<file path="config.mk">
export PLATFORM = sky130hd
export DESIGN_NAME = sha256_message_digest_flat
export DESIGN_NICKNAME = d
export VERILOG_FILES = /design/src/hw/rtl/smd_pkg.sv /design/src/hw/rtl/smd_if.sv /design/src/hw/rtl/smd_front.sv /design/src/hw/rtl/smd_queue.sv /design/src/hw/rtl/smd_back.sv /design/src/hw/rtl/sha256_message_digest.sv /design/src/flat_wrapper.sv
export VERILOG_INCLUDE_DIRS = /design/src /design/src/hw/rtl
export SDC_FILE = /design/constraint.sdc
export NUM_CORES = 2
export LEC_CHECK = 0
export BUFFER_PORTS_ARGS = -buffer_cell sky130_fd_sc_hd__buf_2
export CAP_MARGIN = 20
export CORE_MARGIN = 5
export CORE_UTILIZATION = 48
export CTS_CLUSTER_DIAMETER = 120
export DETAILED_ROUTE_END_ITERATION = 10
export PLACE_DENSITY = 0.65
export SLEW_MARGIN = 30
export SYNTH_ARGS = -nofsm -noshare
export SYNTH_HDL_FRONTEND = slang
export SYNTH_HIERARCHICAL = 1
export SYNTH_SLANG_ARGS = --single-unit
export TNS_END_PERCENT = 1
</file>
<file path="constraint.sdc">
create_clock -name clk -period 16.8 [get_ports clk]
set_input_delay 2.52 -clock clk [delete_from_list [all_inputs] [get_ports clk]]
set_output_delay 2.52 -clock clk [all_outputs]
set_load 0.02 [all_outputs]
</file>
<file path="src/hw/rtl/sha256_message_digest_defines.svh">
// ----------------------------------------------------------------------------
// SHA-256 digest assertion macros
// Shared assertion wrappers; they compile to nothing when SYNTH is defined.
// ----------------------------------------------------------------------------
`ifndef SHA256_MESSAGE_DIGEST_DEFINES_SVH
`define SHA256_MESSAGE_DIGEST_DEFINES_SVH

`ifndef SYNTH
// Same-cycle implication, disabled during reset.
`define SMD_ASSERT_IMP(lbl, clk, rst_n, ante, cons, msg) \
  lbl: assert property (@(posedge clk) disable iff (!rst_n) (ante) |-> (cons)) else $error(msg);
// Next-cycle implication, disabled during reset.
`define SMD_ASSERT_NXT(lbl, clk, rst_n, ante, cons, msg) \
  lbl: assert property (@(posedge clk) disable iff (!rst_n) (ante) |=> (cons)) else $error(msg);
`else
`define SMD_ASSERT_IMP(lbl, clk, rst_n, ante, cons, msg)
`define SMD_ASSERT_NXT(lbl, clk, rst_n, ante, cons, msg)
`endif

`endif

</file>
<file path="src/hw/rtl/smd_pkg.sv">
`timescale 1ns / 1ps
// ----------------------------------------------------------------------------
// SHA-256 digest package
// Round constants, initial hash value, round functions and shared types.
// ----------------------------------------------------------------------------
package smd_pkg;

  localparam int unsigned QUEUE_DEPTH = 4;
  localparam int unsigned QPTR_W      = $clog2(QUEUE_DEPTH);
  localparam int unsigned QCNT_W      = $clog2(QUEUE_DEPTH + 1);

  localparam logic [31:0] PAD_WORD = 32'h8000_0000;

  localparam logic [31:0] ROUND_K [64] = '{
    32'h428a2f98, 32'h71374491, 32'hb5c0fbcf, 32'he9b5dba5,
    32'h3956c25b, 32'h59f111f1, 32'h923f82a4, 32'hab1c5ed5,
    32'hd807aa98, 32'h12835b01, 32'h243185be, 32'h550c7dc3,
    32'h72be5d74, 32'h80deb1fe, 32'h9bdc06a7, 32'hc19bf174,
    32'he49b69c1, 32'hefbe4786, 32'h0fc19dc6, 32'h240ca1cc,
    32'h2de92c6f, 32'h4a7484aa, 32'h5cb0a9dc, 32'h76f988da,
    32'h983e5152, 32'ha831c66d, 32'hb00327c8, 32'hbf597fc7,
    32'hc6e00bf3, 32'hd5a79147, 32'h06ca6351, 32'h14292967,
    32'h27b70a85, 32'h2e1b2138, 32'h4d2c6dfc, 32'h53380d13,
    32'h650a7354, 32'h766a0abb, 32'h81c2c92e, 32'h92722c85,
    32'ha2bfe8a1, 32'ha81a664b, 32'hc24b8b70, 32'hc76c51a3,
    32'hd192e819, 32'hd6990624, 32'hf40e3585, 32'h106aa070,
    32'h19a4c116, 32'h1e376c08, 32'h2748774c, 32'h34b0bcb5,
    32'h391c0cb3, 32'h4ed8aa4a, 32'h5b9cca4f, 32'h682e6ff3,
    32'h748f82ee, 32'h78a5636f, 32'h84c87814, 32'h8cc70208,
    32'h90befffa, 32'ha4506ceb, 32'hbef9a3f7, 32'hc67178f2
  };

  localparam logic [31:0] H_INIT [8] = '{
    32'h6A09E667, 32'hBB67AE85, 32'h3C6EF372, 32'hA54FF53A,
    32'h510E527F, 32'h9B05688C, 32'h1F83D9AB, 32'h5BE0CD19
  };

  // One block word on its way from the front to the compression engine.
  typedef struct packed {
    logic [31:0] data;
    logic        last_blk;   // final word of the final block of a message
  } blk_word_t;

  typedef enum logic [1:0] {
    F_IDLE,
    F_PAD,
    F_FILL,
    F_LEN_LO
  } front_state_t;

  typedef enum logic [1:0] {
    B_LOAD,
    B_ROUND,
    B_ADD,
    B_OUT
  } back_state_t;

  function automatic logic [31:0] rotr(input logic [31:0] x, input int n);
    return (x >> n) | (x << (32 - n));
  endfunction

  function automatic logic [31:0] small_sig0(input logic [31:0] x);
    return rotr(x, 7) ^ rotr(x, 18) ^ (x >> 3);
  endfunction

  function automatic logic [31:0] small_sig1(input logic [31:0] x);
    return rotr(x, 17) ^ rotr(x, 19) ^ (x >> 10);
  endfunction

  function automatic logic [31:0] big_sig0(input logic [31:0] x);
    return rotr(x, 2) ^ rotr(x, 13) ^ rotr(x, 22);
  endfunction

  function automatic logic [31:0] big_sig1(input logic [31:0] x);
    return rotr(x, 6) ^ rotr(x, 11) ^ rotr(x, 25);
  endfunction

endpackage

</file>
<file path="src/hw/rtl/smd_if.sv">
`timescale 1ns / 1ps
// ----------------------------------------------------------------------------
// SHA-256 digest channels
// Valid/ready channels for message words in and digest words out.
// ----------------------------------------------------------------------------
interface smd_in_if;
  logic        valid;
  logic        ready;
  logic [31:0] message_word;
  logic [2:0]  valid_bytes;
  logic        last_word;

  modport source (output valid, message_word, valid_bytes, last_word, input ready);
  modport sink   (input valid, message_word, valid_bytes, last_word, output ready);
endinterface

interface smd_out_if;
  logic        valid;
  logic        ready;
  logic [31:0] digest_word;
  logic [2:0]  word_index;
  logic        digest_end;

  modport source (output valid, digest_word, word_index, digest_end, input ready);
  modport sink   (input valid, digest_word, word_index, digest_end, output ready);
endinterface

</file>
<file path="src/hw/rtl/smd_front.sv">
`timescale 1ns / 1ps
`include "sha256_message_digest_defines.svh"
// ----------------------------------------------------------------------------
// SHA-256 digest front end
// Takes message words, counts the bit length and emits the block word stream
// including pad byte, zero fill and the 64-bit length.
// ----------------------------------------------------------------------------
module smd_front (
  input  logic                clk,
  input  logic                rst_n,
  smd_in_if.sink              in_word,
  output logic                push_valid,
  input  logic                push_ready,
  output smd_pkg::blk_word_t  push_data
);
  import smd_pkg::*;

  front_state_t state_r, state_nxt;
  logic [3:0]   fill_r, fill_nxt;
  logic [63:0]  len_r, len_nxt;
  logic [2:0]   nbytes_sat;
  logic [5:0]   add_bits;
  logic         accept;

  assign nbytes_sat = (in_word.valid_bytes > 3'd4) ? 3'd4 : in_word.valid_bytes;
  assign add_bits   = in_word.last_word ? {nbytes_sat, 3'b000} : 6'd32;
  assign in_word.ready = (state_r == F_IDLE) && push_ready;
  assign accept     = in_word.valid && in_word.ready;

  always_comb begin
    state_nxt           = state_r;
    fill_nxt            = fill_r;
    len_nxt             = len_r;
    push_valid          = 1'b0;
    push_data.data      = in_word.message_word;
    push_data.last_blk  = 1'b0;
    unique case (state_r)
      F_IDLE: begin
        push_valid = in_word.valid;
        if (in_word.last_word) begin
          // fold the pad byte into a partial last word
          unique case (nbytes_sat)
            3'd0:    push_data.data = PAD_WORD;
            3'd1:    push_data.data = {in_word.message_word[31:24], 8'h80, 16'h0000};
            3'd2:    push_data.data = {in_word.message_word[31:16], 8'h80, 8'h00};
            3'd3:    push_data.data = {in_word.message_word[31:8], 8'h80};
            default: push_data.data = in_word.message_word;
          endcase
        end
        if (accept) begin
          fill_nxt = fill_r + 4'd1;
          len_nxt  = len_r + {58'd0, add_bits};
          if (in_word.last_word) begin
            state_nxt = (nbytes_sat == 3'd4) ? F_PAD : F_FILL;
          end
        end
      end
      F_PAD: begin
        push_valid     = 1'b1;
        push_data.data = PAD_WORD;
        if (push_ready) begin
          fill_nxt  = fill_r + 4'd1;
          state_nxt = F_FILL;
        end
      end
      F_FILL: begin
        // zero fill up to word 14, wrapping into an extra block if needed
        push_valid     = 1'b1;
        push_data.data = (fill_r == 4'd14) ? len_r[63:32] : 32'd0;
        if (push_ready) begin
          fill_nxt = fill_r + 4'd1;
          if (fill_r == 4'd14) begin
            state_nxt = F_LEN_LO;
          end
        end
      end
      F_LEN_LO: begin
        push_valid         = 1'b1;
        push_data.data     = len_r[31:0];
        push_data.last_blk = 1'b1;
        if (push_ready) begin
          fill_nxt  = 4'd0;
          len_nxt   = 64'd0;
          state_nxt = F_IDLE;
        end
      end
      default: state_nxt = F_IDLE;
    endcase
  end

  always_ff @(posedge clk) begin
    if (!rst_n) begin
      state_r <= F_IDLE;
      fill_r  <= 4'd0;
      len_r   <= 64'd0;
    end else begin
      state_r <= state_nxt;
      fill_r  <= fill_nxt;
      len_r   <= len_nxt;
    end
  end

  `SMD_ASSERT_IMP(a_busy_not_ready, clk, rst_n, state_r != F_IDLE, !in_word.ready, "front ready while padding")
  `SMD_ASSERT_NXT(a_last_starts_pad, clk, rst_n, accept && in_word.last_word, state_r != F_IDLE, "last word did not start padding")
  `SMD_ASSERT_IMP(a_len_lo_at_end, clk, rst_n, state_r == F_LEN_LO, fill_r == 4'd15, "length low word not at block end")

endmodule

</file>
<file path="src/hw/rtl/smd_queue.sv">
`timescale 1ns / 1ps
`include "sha256_message_digest_defines.svh"
// ----------------------------------------------------------------------------
// SHA-256 digest word queue
// Short FIFO of block words between the front end and the compression engine.
// ----------------------------------------------------------------------------
module smd_queue (
  input  logic                clk,
  input  logic                rst_n,
  input  logic                push_valid,
  output logic                push_ready,
  input  smd_pkg::blk_word_t  push_data,
  output logic                pop_valid,
  input  logic                pop_ready,
  output smd_pkg::blk_word_t  pop_data
);
  import smd_pkg::*;

  blk_word_t         mem_r [QUEUE_DEPTH];
  logic [QPTR_W-1:0] wr_ptr_r, rd_ptr_r;
  logic [QCNT_W-1:0] count_r;
  logic              do_push, do_pop;

  assign push_ready = (count_r != QCNT_W'(QUEUE_DEPTH));
  assign pop_valid  = (count_r != '0);
  assign pop_data   = mem_r[rd_ptr_r];
  assign do_push    = push_valid && push_ready;
  assign do_pop     = pop_valid && pop_ready;

  always_ff @(posedge clk) begin
    if (do_push) begin
      mem_r[wr_ptr_r] <= push_data;
    end
  end

  always_ff @(posedge clk) begin
    if (!rst_n) begin
      wr_ptr_r <= '0;
      rd_ptr_r <= '0;
      count_r  <= '0;
    end else begin
      if (do_push) begin
        wr_ptr_r <= wr_ptr_r + 1'b1;
      end
      if (do_pop) begin
        rd_ptr_r <= rd_ptr_r + 1'b1;
      end
      unique case ({do_push, do_pop})
        2'b10:   count_r <= count_r + 1'b1;
        2'b01:   count_r <= count_r - 1'b1;
        default: count_r <= count_r;
      endcase
    end
  end

  `SMD_ASSERT_IMP(a_count_bound, clk, rst_n, 1'b1, count_r <= QCNT_W'(QUEUE_DEPTH), "queue count beyond depth")
  `SMD_ASSERT_NXT(a_count_up, clk, rst_n, do_push && !do_pop, count_r == $past(count_r) + 1'b1, "queue count missed a push")
  `SMD_ASSERT_NXT(a_count_down, clk, rst_n, do_pop && !do_push, count_r == $past(count_r) - 1'b1, "queue count missed a pop")

endmodule

</file>
<file path="src/hw/rtl/smd_back.sv">
`timescale 1ns / 1ps
`include "sha256_message_digest_defines.svh"
// ----------------------------------------------------------------------------
// SHA-256 digest compression engine
// Loads 16 block words, runs 64 rounds one per cycle, adds into the hash and
// sends out the eight digest words after the final block.
// ----------------------------------------------------------------------------
module smd_back (
  input  logic                clk,
  input  logic                rst_n,
  input  logic                pop_valid,
  output logic                pop_ready,
  input  smd_pkg::blk_word_t  pop_data,
  smd_out_if.source           out_digest
);
  import smd_pkg::*;

  back_state_t state_r, state_nxt;
  logic [5:0]  cnt_r, cnt_nxt;
  logic [2:0]  idx_r, idx_nxt;
  logic        last_r, last_nxt;
  logic [31:0] w_r    [16];
  logic [31:0] w_nxt  [16];
  logic [31:0] v_r    [8];
  logic [31:0] v_nxt  [8];
  logic [31:0] hash_r   [8];
  logic [31:0] hash_nxt [8];
  logic [31:0] w_new, t1, t2, ch, maj;

  // message schedule extension and round sums
  assign w_new = small_sig1(w_r[14]) + w_r[9] + small_sig0(w_r[1]) + w_r[0];
  assign ch    = (v_r[4] & v_r[5]) ^ (~v_r[4] & v_r[6]);
  assign maj   = (v_r[0] & v_r[1]) ^ (v_r[0] & v_r[2]) ^ (v_r[1] & v_r[2]);
  assign t1    = v_r[7] + big_sig1(v_r[4]) + ch + ROUND_K[cnt_r] + w_r[0];
  assign t2    = big_sig0(v_r[0]) + maj;

  assign out_digest.valid       = (state_r == B_OUT);
  assign out_digest.digest_word = hash_r[idx_r];
  assign out_digest.word_index  = idx_r;
  assign out_digest.digest_end  = (idx_r == 3'd7);

  always_comb begin
    state_nxt = state_r;
    cnt_nxt   = cnt_r;
    idx_nxt   = idx_r;
    last_nxt  = last_r;
    w_nxt     = w_r;
    v_nxt     = v_r;
    hash_nxt  = hash_r;
    pop_ready = 1'b0;
    unique case (state_r)
      B_LOAD: begin
        pop_ready = 1'b1;
        if (pop_valid) begin
          for (int i = 0; i < 15; i++) begin
            w_nxt[i] = w_r[i+1];
          end
          w_nxt[15] = pop_data.data;
          cnt_nxt   = cnt_r + 6'd1;
          if (cnt_r == 6'd15) begin
            cnt_nxt   = 6'd0;
            last_nxt  = pop_data.last_blk;
            v_nxt     = hash_r;
            state_nxt = B_ROUND;
          end
        end
      end
      B_ROUND: begin
        for (int i = 0; i < 15; i++) begin
          w_nxt[i] = w_r[i+1];
        end
        w_nxt[15] = w_new;
        for (int i = 1; i < 8; i++) begin
          v_nxt[i] = v_r[i-1];
        end
        v_nxt[4] = v_r[3] + t1;
        v_nxt[0] = t1 + t2;
        cnt_nxt  = cnt_r + 6'd1;
        if (cnt_r == 6'd63) begin
          cnt_nxt   = 6'd0;
          state_nxt = B_ADD;
        end
      end
      B_ADD: begin
        for (int i = 0; i < 8; i++) begin
          hash_nxt[i] = hash_r[i] + v_r[i];
        end
        idx_nxt   = 3'd0;
        state_nxt = last_r ? B_OUT : B_LOAD;
      end
      B_OUT: begin
        if (out_digest.ready) begin
          idx_nxt = idx_r + 3'd1;
          if (idx_r == 3'd7) begin
            // start over for the next message
            hash_nxt  = H_INIT;
            last_nxt  = 1'b0;
            state_nxt = B_LOAD;
          end
        end
      end
      default: state_nxt = B_LOAD;
    endcase
  end

  always_ff @(posedge clk) begin
    w_r <= w_nxt;
    v_r <= v_nxt;
  end

  always_ff @(posedge clk) begin
    if (!rst_n) begin
      state_r <= B_LOAD;
      cnt_r   <= 6'd0;
      idx_r   <= 3'd0;
      last_r  <= 1'b0;
      hash_r  <= H_INIT;
    end else begin
      state_r <= state_nxt;
      cnt_r   <= cnt_nxt;
      idx_r   <= idx_nxt;
      last_r  <= last_nxt;
      hash_r  <= hash_nxt;
    end
  end

  `SMD_ASSERT_NXT(a_load_to_round, clk, rst_n, state_r == B_LOAD && pop_valid && cnt_r == 6'd15, state_r == B_ROUND && cnt_r == 6'd0, "block load did not start rounds")
  `SMD_ASSERT_NXT(a_round_to_add, clk, rst_n, state_r == B_ROUND && cnt_r == 6'd63, state_r == B_ADD, "rounds did not end after 64")
  `SMD_ASSERT_NXT(a_hash_restart, clk, rst_n, out_digest.valid && out_digest.ready && idx_r == 3'd7, hash_r[0] == H_INIT[0] && state_r == B_LOAD, "hash not restarted after digest")

endmodule

</file>
<file path="src/hw/rtl/sha256_message_digest.sv">
`timescale 1ns / 1ps
// ----------------------------------------------------------------------------
// SHA-256 message digest
// Hashes a message given as big-endian 32-bit words and returns the digest.
// ----------------------------------------------------------------------------
// Usage:
//   in_word carries the message, one word per handshake, first byte in bits
//   31..24. Only the word marked last_word may hold fewer than four bytes
//   (valid_bytes 0..4; values above four count as four; zero closes an empty
//   message or one that ends on a word boundary).
//   out_digest returns eight digest words, word_index 0..7, digest_end on the
//   eighth, one word per cycle while the receiver is ready.
//   Each 16-word block goes through the compression engine as a load of its
//   16 words, 64 rounds on a single round unit and an add into the hash; a
//   4-entry queue lets the front take words while a block compresses.
//   Padding completes the last block and adds one more block when fewer
//   than two words are free in it after the pad; the first digest word
//   shows in the cycle after the final block's add.
//   A stalled receiver holds the digest word and its index; the front keeps
//   taking the next message's words until the queue fills.
//   Reset (rst_n low, synchronous) drops any partial message and restores
//   the initial hash value.
// ----------------------------------------------------------------------------
module sha256_message_digest (
  input  logic       clk,
  input  logic       rst_n,
  smd_in_if.sink     in_word,
  smd_out_if.source  out_digest
);
  import smd_pkg::*;

  logic      push_valid, push_ready;
  blk_word_t push_data;
  logic      pop_valid, pop_ready;
  blk_word_t pop_data;

  smd_front u_front (
    .clk        (clk),
    .rst_n      (rst_n),
    .in_word    (in_word),
    .push_valid (push_valid),
    .push_ready (push_ready),
    .push_data  (push_data)
  );

  smd_queue u_queue (
    .clk        (clk),
    .rst_n      (rst_n),
    .push_valid (push_valid),
    .push_ready (push_ready),
    .push_data  (push_data),
    .pop_valid  (pop_valid),
    .pop_ready  (pop_ready),
    .pop_data   (pop_data)
  );

  smd_back u_back (
    .clk        (clk),
    .rst_n      (rst_n),
    .pop_valid  (pop_valid),
    .pop_ready  (pop_ready),
    .pop_data   (pop_data),
    .out_digest (out_digest)
  );

endmodule

</file>
<file path="src/flat_wrapper.sv">
// flat-port wrapper written by rule: the top's interface ports become plain ports
module sha256_message_digest_flat import smd_pkg::*;
  (clk, rst_n, in_word_valid, in_word_message_word, in_word_valid_bytes, in_word_last_word, in_word_ready, out_digest_valid, out_digest_digest_word, out_digest_word_index, out_digest_digest_end, out_digest_ready);
  smd_in_if in_word_i ();
  smd_out_if out_digest_i ();
  input  logic clk;
  input  logic rst_n;
  input wire logic [$bits(in_word_i.valid)-1:0] in_word_valid;
  input wire logic [$bits(in_word_i.message_word)-1:0] in_word_message_word;
  input wire logic [$bits(in_word_i.valid_bytes)-1:0] in_word_valid_bytes;
  input wire logic [$bits(in_word_i.last_word)-1:0] in_word_last_word;
  output wire logic [$bits(in_word_i.ready)-1:0] in_word_ready;
  output wire logic [$bits(out_digest_i.valid)-1:0] out_digest_valid;
  output wire logic [$bits(out_digest_i.digest_word)-1:0] out_digest_digest_word;
  output wire logic [$bits(out_digest_i.word_index)-1:0] out_digest_word_index;
  output wire logic [$bits(out_digest_i.digest_end)-1:0] out_digest_digest_end;
  input wire logic [$bits(out_digest_i.ready)-1:0] out_digest_ready;
  assign in_word_i.valid = in_word_valid;
  assign in_word_i.message_word = in_word_message_word;
  assign in_word_i.valid_bytes = in_word_valid_bytes;
  assign in_word_i.last_word = in_word_last_word;
  assign in_word_ready = in_word_i.ready;
  assign out_digest_valid = out_digest_i.valid;
  assign out_digest_digest_word = out_digest_i.digest_word;
  assign out_digest_word_index = out_digest_i.word_index;
  assign out_digest_digest_end = out_digest_i.digest_end;
  assign out_digest_i.ready = out_digest_ready;
  sha256_message_digest u_core (.clk(clk), .rst_n(rst_n), .in_word(in_word_i), .out_digest(out_digest_i));
endmodule
</file>
==> reports/qor.yml <==
period_needed_ns: 9.76
maxCapViolations: 0
cts_setup_buffers: 0
clkLatencyLatePin_ns: 0.78
globalplace.congestion: 0.991
cpPeakStageDelay_ns: 0.68
relSlewSlack: 0.316
path_common_cell: "a21oi_1"
firstDrtPassIters: 5
synthFlopType: "edfxtp_1"
status: "finished clean"
yosys.area.top_type: "edfxtp_1"
synth_nets: 7807
grt_pass1_wl_um: 343000
ios: 78
vias: 55800
antenna_found_initial: 3
cts_tree: "built"
gr-total-overflow: 0
synth_area_sq_um: 74600
die_x_um: 404
finalSetupViolCount: 0
antenna_cells: 0
cts_buffers: 139
ys_types: 100
post_cts_resized: 0
wirelength_um: 233000
final_area_sq_um: 81600
postSynthCellCount: 7157
grt_pass1_vias: 52600
core_area_sq_um: 154000
drc: 0
clkSinkCount: 1244
ys_seq_elements: 1244
drtIter0Drc: 6183
dieHeight_um: 404
detailed_place.area_sq_um: 77000
cpMaxStageDelayCell: "ha_1"
synth_area_per_cell_sq_um: 10.4
rows: 144
ys_seq_area_frac: 0.455
port-buffer-count: 77
arrival_ns: 10.26
cts-root-buf: "clkbuf_16"
viasPerCell: 6.01
syn2layout_area_growth_pct: 9.44
grt_max_degree: 132
holdBufCountCts: 0
routedWlPerCell_um: 25.1
ys_top_cells_by_area: "edfxtp_1 (36%), dfxtp_1 (9.2%), ha_1 (6.9%), nand2_1 (5.6%), fa_1 (5.3%)"
synth_most_common_cell: "nand2_1"
synth_edf_count: 900
fin_nets: 7770
yosys_warnings: 6
fin_crit_sh: 0.581
hold_class: "reg -> reg"
initial_core_util: 0.483
worstMarginPinSlew_ns: 1.03
fmax_mhz: 102
clk_pin_slew_ns: 0.07
dp_hpwl_um: 170000
synth_common_cells: "nand2_1 (1119), edfxtp_1 (900), a21oi_1 (450)"
timing_hold_violations_final: 0
worst_setup_path_end_kind: "register"
cp.required_ns: 17.30
start_kind: "register"
ant_nets: 0
fin_skew_ns: 0.0261
fillers: 13700
finalMaxSlewViolations: 0
criticalPathCategory: "reg -> reg"
clockBufferDepth: 3
holdWs_ns: 0.408
die-area_sq_um: 163000
rsz0062_at_grt: "false"
track_usage: 0.279
crit_fanout: 27
timing.setup.tns_ns: 0
htree_num_levels: 4
synth_top_area_share: 0.362
drive_gt1_frac: 0.0790
async_flop_share: 0
[cells by family (layout without fill, tap and decap cells)]
kind of cell | Yosys count | count (layout) | share of synthesized area
AO/OA/AOI/OAI | 1714 | 1714 | 0.146
XOR/XNOR | 604 | 604 | 0.0711
adder cells (fa/ha/maj) | 641 | 641 | 0.126
buffers and inverters | 766 | 840 | 0.0396
flip-flops | 1244 | 1244 | 0.455
multiplexers | 191 | 191 | 0.0438
AND/OR/NAND/NOR | 1997 | 1997 | 0.119
[final cells by class]
class / count / area, sq um / area share
clock inverters: 73 / 838 / 0.0103
well taps: 2044 / 2560 / 0.0313
multi-input cells: 5147 / 37800 / 0.464
inverters: 428 / 1610 / 0.0198
repair buffers: 160 / 1090 / 0.0134
flip-flops and latches: 1244 / 33900 / 0.416
clock buffers: 179 / 3720 / 0.0456
[layer usage]
metal	vias up	global-route usage	wire length (um)	share of wire
met5	-	0	13	0.000056
met2	2367	0.406	98900	0.43
met4	2	0.0884	7860	0.034
li1	25600	-	-	-
met1	27400	0.419	104000	0.45
met3	382	0.0568	21500	0.092
[state kept, by name (all words and copies together) (netlist names), named ones only]
| register | count |
|---|---|
| u_core/u_back/out_digest.word_index | 3 |
| u_core/u_back/hash_r | 256 |
| u_core/u_queue/mem_r | 132 |
| u_core/u_back/v_r | 256 |
| u_core/u_back/last_r | 1 |
| u_core/u_front/state_r | 2 |
| u_core/u_queue/count_r | 3 |
| u_core/u_back/w_r | 512 |
| u_core/u_back/cnt_r | 6 |
| u_core/u_back/state_r | 2 |
| u_core/u_queue/rd_ptr_r | 2 |
| u_core/u_front/fill_r | 4 |
| u_core/u_queue/wr_ptr_r | 2 |
| u_core/u_front/len_r | 61 |
[critical path: cells and delay by family (launching register included)]
kind                       cells  cell delay (ns)
AOI/OAI and AO/OA             17             4.06
xor gates and xnor gates       2             0.37
and+or+nand+nor                3             0.82
adders and majority gates      7             3.11
buffers and inverters          3             0.80
DFF                            1             0.30
[layout by cell type (no fill, tap or decap), drive strengths merged, types with 41 or more instances in the layout]
master,Yosys,layout
buf,45,160
inv,428,438
ha,413,413
mux2,42,42
nor2,305,305
o211ai,41,41
xor2,216,216
o21bai,56,56
a22oi,91,91
a21o,199,199
o31ai,45,45
xnor2,387,387
o21ai,418,418
o22ai,87,87
mux2i,46,46
nand3,95,95
dfxtp,344,344
o21a,45,45
clkbuf,293,179
a21oi,450,450
nand2,1121,1121
mux4,103,103
clkinv,0,41
nand4,46,46
nor2b,120,120
fa,197,197
edfxtp,900,900
nand2b,47,47
a211oi,59,59
nor3,77,77
[worst paths after layout]
kind	start	endpoint	slack, ns	cells past startpoint
setup reg to reg	u_core/u_back/cnt_r[0]	u_core/u_back/v_r[248]	7.04	32
hold / removal	u_core/u_back/w_r[9]	u_core/u_back/w_r[41]	0.41	0
setup / recovery	u_core/u_back/cnt_r[0]	u_core/u_back/v_r[248]	7.04	32
hold reg to reg	u_core/u_back/w_r[9]	u_core/u_back/w_r[41]	0.41	0
[through the flow]
stage               instances   util  worst slack (ns)
finish                   9275  0.529              7.04
global route             9275  0.529              6.54
CTS                      9273  0.529              7.24
detailed placement       9021  0.499              7.28
global placement         9020  0.499              7.38
floorplan                7157      -              1.87
Power is not shown: default switching activity piles up to over one toggle a cycle in this logic, so the estimate is an artifact.
